### src/design/ics_pkg.sv
// Package for the streaming Internet checksum block.
// Holds the transfer payload types and the block's constants; no dependencies.
package ics_pkg;

  localparam logic [7:0]  ProtoReset      = 8'd6;
  localparam logic [15:0] PseudoLenOffset = 16'd8;

  typedef struct packed {
    logic [7:0] data_byte;
    logic       last_byte;
    logic       pseudo_header_mode;
  } ics_in_t;

  typedef struct packed {
    logic [15:0] checksum_value;
    logic [15:0] region_length;
  } ics_out_t;

endpackage

### src/design/internet_checksum_stream.sv
// Streaming Internet checksum, top level and only module.
// Depends on ics_pkg for payload types and constants.
//
// Usage:
//   Input channel (in_valid_i / in_stall_o / in_data_i) takes one byte of the
//   checksummed region per transfer, in memory order, with last_byte on the
//   final byte and pseudo_header_mode sampled on that byte.
//   Output channel (out_valid_o / out_stall_i / out_data_o) carries one
//   result per region: the inverted ones'-complement sum and the byte count.
//   cfg_we_i / cfg_wdata_i write the protocol number; write only while idle.
// Timing:
//   One byte per cycle sustained while input is not stalled. A byte goes through
//   an input register and an end-around-carry add into the running sum; the last byte
//   takes a 16-bit multi-operand end-around-carry add into the result register instead.
// Reset:
//   Clears the running sum, byte pairing and count, both valid flags, and
//   sets the protocol number to 6.
// Stall:
//   A held result stalls input only once a further last byte reaches the
//   sum stage; bytes that are not last keep flowing.
module internet_checksum_stream (
  input  logic             clk_i,
  input  logic             rst_ni,
  input  logic             cfg_we_i,
  input  logic [7:0]       cfg_wdata_i,
  input  logic             in_valid_i,
  output logic             in_stall_o,
  input  ics_pkg::ics_in_t in_data_i,
  output logic             out_valid_o,
  input  logic             out_stall_i,
  output ics_pkg::ics_out_t out_data_o
);
  import ics_pkg::*;

  logic [7:0]  proto_q;
  logic        in_valid_q;
  ics_in_t     in_q;
  logic [15:0] sum_q, sum_d;
  logic [7:0]  pend_q, pend_d;
  logic        odd_q, odd_d;
  logic [15:0] count_q, count_d;
  logic        out_valid_q;
  ics_out_t    out_q;

  logic        out_free;
  logic        proc_go;
  logic        in_take;
  logic [15:0] count_inc;
  logic [15:0] word;
  logic [15:0] pseudo_len;
  logic [15:0] proto_add;
  logic [17:0] acc;
  logic [16:0] fold1;
  logic [15:0] fold2;
  logic [16:0] run_raw;
  logic [15:0] run_sum;

  assign out_free   = !out_valid_q || !out_stall_i;
  assign proc_go    = in_valid_q && (!in_q.last_byte || out_free);
  assign in_stall_o = in_valid_q && !proc_go;
  assign in_take    = in_valid_i && !in_stall_o;

  assign count_inc = count_q + 16'd1;
  assign word      = odd_q ? {pend_q, in_q.data_byte} : {in_q.data_byte, 8'h00};

  assign run_raw = {1'b0, sum_q} + {1'b0, pend_q, in_q.data_byte};
  assign run_sum = run_raw[15:0] + {15'd0, run_raw[16]};

  assign proto_add  = in_q.pseudo_header_mode ? {8'h00, proto_q} : 16'h0000;
  assign pseudo_len = in_q.pseudo_header_mode ? (count_inc - PseudoLenOffset) : 16'h0000;
  assign acc   = {2'b00, sum_q} + {2'b00, word} + {2'b00, proto_add} + {2'b00, pseudo_len};
  assign fold1 = {1'b0, acc[15:0]} + {15'd0, acc[17:16]};
  assign fold2 = fold1[15:0] + {15'd0, fold1[16]};

  always_comb begin
    sum_d   = sum_q;
    pend_d  = pend_q;
    odd_d   = odd_q;
    count_d = count_q;
    if (proc_go) begin
      if (in_q.last_byte) begin
        sum_d   = 16'h0000;
        pend_d  = 8'h00;
        odd_d   = 1'b0;
        count_d = 16'h0000;
      end else if (odd_q) begin
        sum_d   = run_sum;
        pend_d  = 8'h00;
        odd_d   = 1'b0;
        count_d = count_inc;
      end else begin
        pend_d  = in_q.data_byte;
        odd_d   = 1'b1;
        count_d = count_inc;
      end
    end
  end

  always_ff @(posedge clk_i or negedge rst_ni) begin
    if (!rst_ni) begin
      proto_q     <= ProtoReset;
      in_valid_q  <= 1'b0;
      sum_q       <= 16'h0000;
      pend_q      <= 8'h00;
      odd_q       <= 1'b0;
      count_q     <= 16'h0000;
      out_valid_q <= 1'b0;
    end else begin
      if (cfg_we_i) begin
        proto_q <= cfg_wdata_i;
      end
      if (in_take) begin
        in_valid_q <= 1'b1;
      end else if (proc_go) begin
        in_valid_q <= 1'b0;
      end
      sum_q   <= sum_d;
      pend_q  <= pend_d;
      odd_q   <= odd_d;
      count_q <= count_d;
      if (proc_go && in_q.last_byte) begin
        out_valid_q <= 1'b1;
      end else if (!out_stall_i) begin
        out_valid_q <= 1'b0;
      end
    end
  end

  always_ff @(posedge clk_i) begin
    if (in_take) begin
      in_q <= in_data_i;
    end
    if (proc_go && in_q.last_byte) begin
      out_q.checksum_value <= ~fold2;
      out_q.region_length  <= count_inc;
    end
  end

  assign out_valid_o = out_valid_q;
  assign out_data_o  = out_q;

  a_pend_clear: assert property (@(posedge clk_i) disable iff (!rst_ni)
    !odd_q |-> (pend_q == 8'h00))
    else $error("pending byte held while pairing is even");

  a_region_clear: assert property (@(posedge clk_i) disable iff (!rst_ni)
    (proc_go && in_q.last_byte) |=> (count_q == 16'h0000 && !odd_q && sum_q == 16'h0000))
    else $error("region state not cleared after last byte");

  a_stall_cause: assert property (@(posedge clk_i) disable iff (!rst_ni)
    in_stall_o |-> (out_valid_q && out_stall_i && in_q.last_byte))
    else $error("input stalled without a held result");

endmodule

### config.mk
export PLATFORM = sky130hd
export DESIGN_NAME = internet_checksum_stream
export DESIGN_NICKNAME = d
export VERILOG_FILES = /design/src/design/ics_pkg.sv /design/src/design/internet_checksum_stream.sv
export SDC_FILE = /design/constraint.sdc
export NUM_CORES = 1
export LEC_CHECK = 0
export BUFFER_PORTS_ARGS = -buffer_cell sky130_fd_sc_hd__buf_2
export CAP_MARGIN = 25
export CORE_MARGIN = 10
export CORE_UTILIZATION = 30
export CTS_BUF_LIST = sky130_fd_sc_hd__clkbuf_16
export DETAILED_ROUTE_END_ITERATION = 12
export GPL_TIMING_DRIVEN = 0
export PLACE_DENSITY_LB_ADDON = 0.1
export SETUP_SLACK_MARGIN = 0.3
export SLEW_MARGIN = 10
export SYNTH_ARGS = -nofsm -noshare
export SYNTH_HDL_FRONTEND = slang
export SYNTH_SLANG_ARGS = --single-unit
export TNS_END_PERCENT = 10
### constraint.sdc
create_clock -name clk_i -period 15.78 [get_ports clk_i]
set_clock_uncertainty 0.2 [all_clocks]
set_input_delay 0 -clock clk_i [delete_from_list [all_inputs] [get_ports clk_i]]
set_output_delay 0 -clock clk_i [all_outputs]
set_load 0.01 [all_outputs]
==> impl_metrics.json <==
{
  "num_vias": 5613,
  "cts_setup_buffers": 0,
  "grt_use_total": 0.126,
  "period_needed_ns": 9.52,
  "drt-initial-drc-count": 293,
  "ant_nets": 0,
  "grt_pass1_wl_mm": 31.0,
  "final_cells": 1161,
  "pwr_density_cell_nw_per_um2": 138,
  "ys_ff_latch": 93,
  "slew_headroom": 0.387,
  "die_y_um": 174,
  "syn_inst": 737,
  "synth_edf_count": 42,
  "utilization": 0.361,
  "synth_cell_types": 72,
  "cts_tree": "yes",
  "syn_area_per_cell_um2": 9.69,
  "dr.pass1.iters": 5,
  "slew_viol_final": 0,
  "dpl.hpwl_mm": 15.2,
  "period_share": 0.603,
  "path_class": "flip-flop to flip-flop",
  "wl_per_cell_um": 16.3,
  "arrival_ns": 9.41,
  "start_util": 0.304,
  "crit_path_top_delay_cell": "nor4_1",
  "drv_cap": 0,
  "path_clk_slew_ns": 0.08,
  "viasPerCell": 4.83,
  "grt_pass1_vias": 5797,
  "tns_ns": 0,
  "slowest_delay_ns": 0.82,
  "die_w_um": 174,
  "crit_required_ns": 15.67,
  "yosys_warnings": 0,
  "async_flop_share": 0.548,
  "cts_resized": 0,
  "met2_usage": 0.210,
  "clkLatencyLatePin_ns": 0.35,
  "grtUsageMet3": 0.0171,
  "grt_overflow_total": 0,
  "cts_buffers": 9,
  "p_leak_nw": 3.75,
  "grt_util_met1": 0.165,
  "cts-root-buf": "clkbuf_16",
  "yosysTopAreaCell": "edfxtp_1",
  "rows": 56,
  "gp_congestion": 0.810,
  "hp-class": "input port to flip-flop",
  "nNetsFinal": 935,
  "routed_wl_mm": 18.9,
  "io_buffers": 55,
  "synthFlopType": "dfrtp_1",
  "dieArea_um2": 30400,
  "grt_max_degree": 34,
  "antenna_found_initial": 0,
  "cts_buffer_depth": 2,
  "busiest_layer": "met2",
  "cts_sinks": 93,
  "syn_area_um2": 7140,
  "cp_max_fo": 7,
  "setup_viol": 0,
  "io_pins": 57,
  "n_fill_cell": 2415,
  "start_kind": "flip-flop",
  "synthToLayoutAreaGrowth_pct": 18.6,
  "drcViolationCount": 0,
  "max_freq_mhz": 105,
  "htreeDepth": 3,
  "synth_nets": 835,
  "antenna_cells": 0,
  "synth_top_area_frac": 0.177,
  "worst_pin_slew_ns": 0.911,
  "postCtsHoldBufs": 32,
  "ir_drop_uv": 61.7,
  "cp-end-kind": "flip-flop",
  "rsz0062_at_grt": "no",
  "placed_cells": 1113,
  "synth_seq_area_share": 0.356,
  "hold_violations": 0,
  "drive_above_1_share": 0.125,
  "synth_area_leaders": "edfxtp_1 18%, dfrtp_1 17%, ha_1 8.6%",
  "core-area_um2": 23500,
  "status": "complete, no violations"
}
==> synth_stat cells (11+ instances only) <==
cell type and n:
a21o_1 14, a21oi_1 28, and2_1 18, clkbuf_1 14
dfrtp_1 49, edfxtp_1 42, fa_1 26, ha_1 49
inv_1 62, nand2_1 64, nand3_1 31, nor2_1 51
nor3_1 11, o21ai_0 47, xnor2_1 36, xor2_1 36
==> area by class of cell <==
| type | count | area [um2] | area share |
|---|---|---|---|
| Multi-Input combinational cell | 562 | 4280 | 0.505 |
| Sequential cell | 93 | 2540 | 0.300 |
| Timing Repair Buffer | 89 | 636 | 0.0751 |
| Tap cell | 319 | 399 | 0.0471 |
| Clock buffer | 10 | 250 | 0.0296 |
| Inverter | 62 | 233 | 0.0275 |
| Buffer | 20 | 95.1 | 0.0112 |
| Clock inverter | 6 | 35.0 | 0.00414 |
==> per-layer routing <==
layer,part of all wire,vias to the layer above
li1,-,2826
met1,0.48,2691
met2,0.48,84
met3,0.027,12
met4,0.013,0
met5,0,-
==> final timing paths <==
path / to / cells after the start / startpoint / slack [ns]
worst max-delay path: out_data_o[31] / 33 / count_q[0] / 6.26
worst min-delay path: in_q[6] / 2 / in_data_i[6] / 0.16
worst max register to register: out_data_o[31] / 33 / count_q[0] / 6.26
worst min register to register: count_q[15] / 2 / count_q[15] / 0.32
max in group asynchronous: sum_q[12] / 4 / rst_ni / 13.59
min in group asynchronous: count_q[6] / 4 / rst_ni / 0.50
==> power breakdown <==
group / internal [W] / switching, W / total (W)
Combinational: 0.000258 / 0.000368 / 0.000626
Clock: 0.000116 / 0.0000983 / 0.000214
Sequential: 0.000306 / 0.0000244 / 0.000331
Total: 0.000681 / 0.000491 / 0.00117
==> through the flow <==
step	instance area, um2	setup slack, ns	hold slack (ns)	total power (W)
4_1_cts	8470	6.15	0.148	0.00119
3_5_place_dp	7860	6.20	-0.208	0.000960
3_3_place_gp	7810	6.17	-0.0236	0.000950
5_1_grt	8470	5.48	0.155	0.00128
2_1_floorplan	7140	8.31	-0.496	0.000810
6_report	8470	6.26	0.156	0.00117
==> critical path, delay by kind of cell (launching register included) <==
family	cells	cell delay [ns]
xor+xnor	3	0.89
simple gates	13	3.52
buf+inv	3	0.44
compound gates	8	1.43
flops	1	0.56
fa+ha+maj	6	2.20
==> state kept, by name (all words and copies together), names as in the netlist <==
signal       cells
proto_q          8
out_valid_o      1
sum_q           16
in_q            10
pend_q           8
count_q         16
in_valid_q       1
odd_q            1
out_data_o      32
==> kinds of logic after synthesis <==
group           count (synthesis)  share of synthesized area
xor+xnor                       73                     0.0906
flops                          93                      0.356
mux                            18                     0.0268
fa+ha+maj                      76                      0.160
compound gates                160                      0.154
simple gates                  235                      0.167
buf+inv                        82                     0.0459
==> layout by cell type, fill, tap and decap left out, types with 10 or more instances in the layout <==
master	count
buf_2	56
dlygate4sd3_1	32
fa_1	26
a22o_1	10
clkbuf_16	10
xnor2_1	36
a21oi_1	28
clkbuf_1	14
xor2_1	36
and3_1	10
nor2_1	50
dfrtp_1	49
and2_1	18
edfxtp_1	42
ha_1	49
a21o_1	14
nor3_1	11
nand2_1	64
nand3_1	31
inv_1	63
o21ai_0	47
Power figures use the tool's default switching activity.
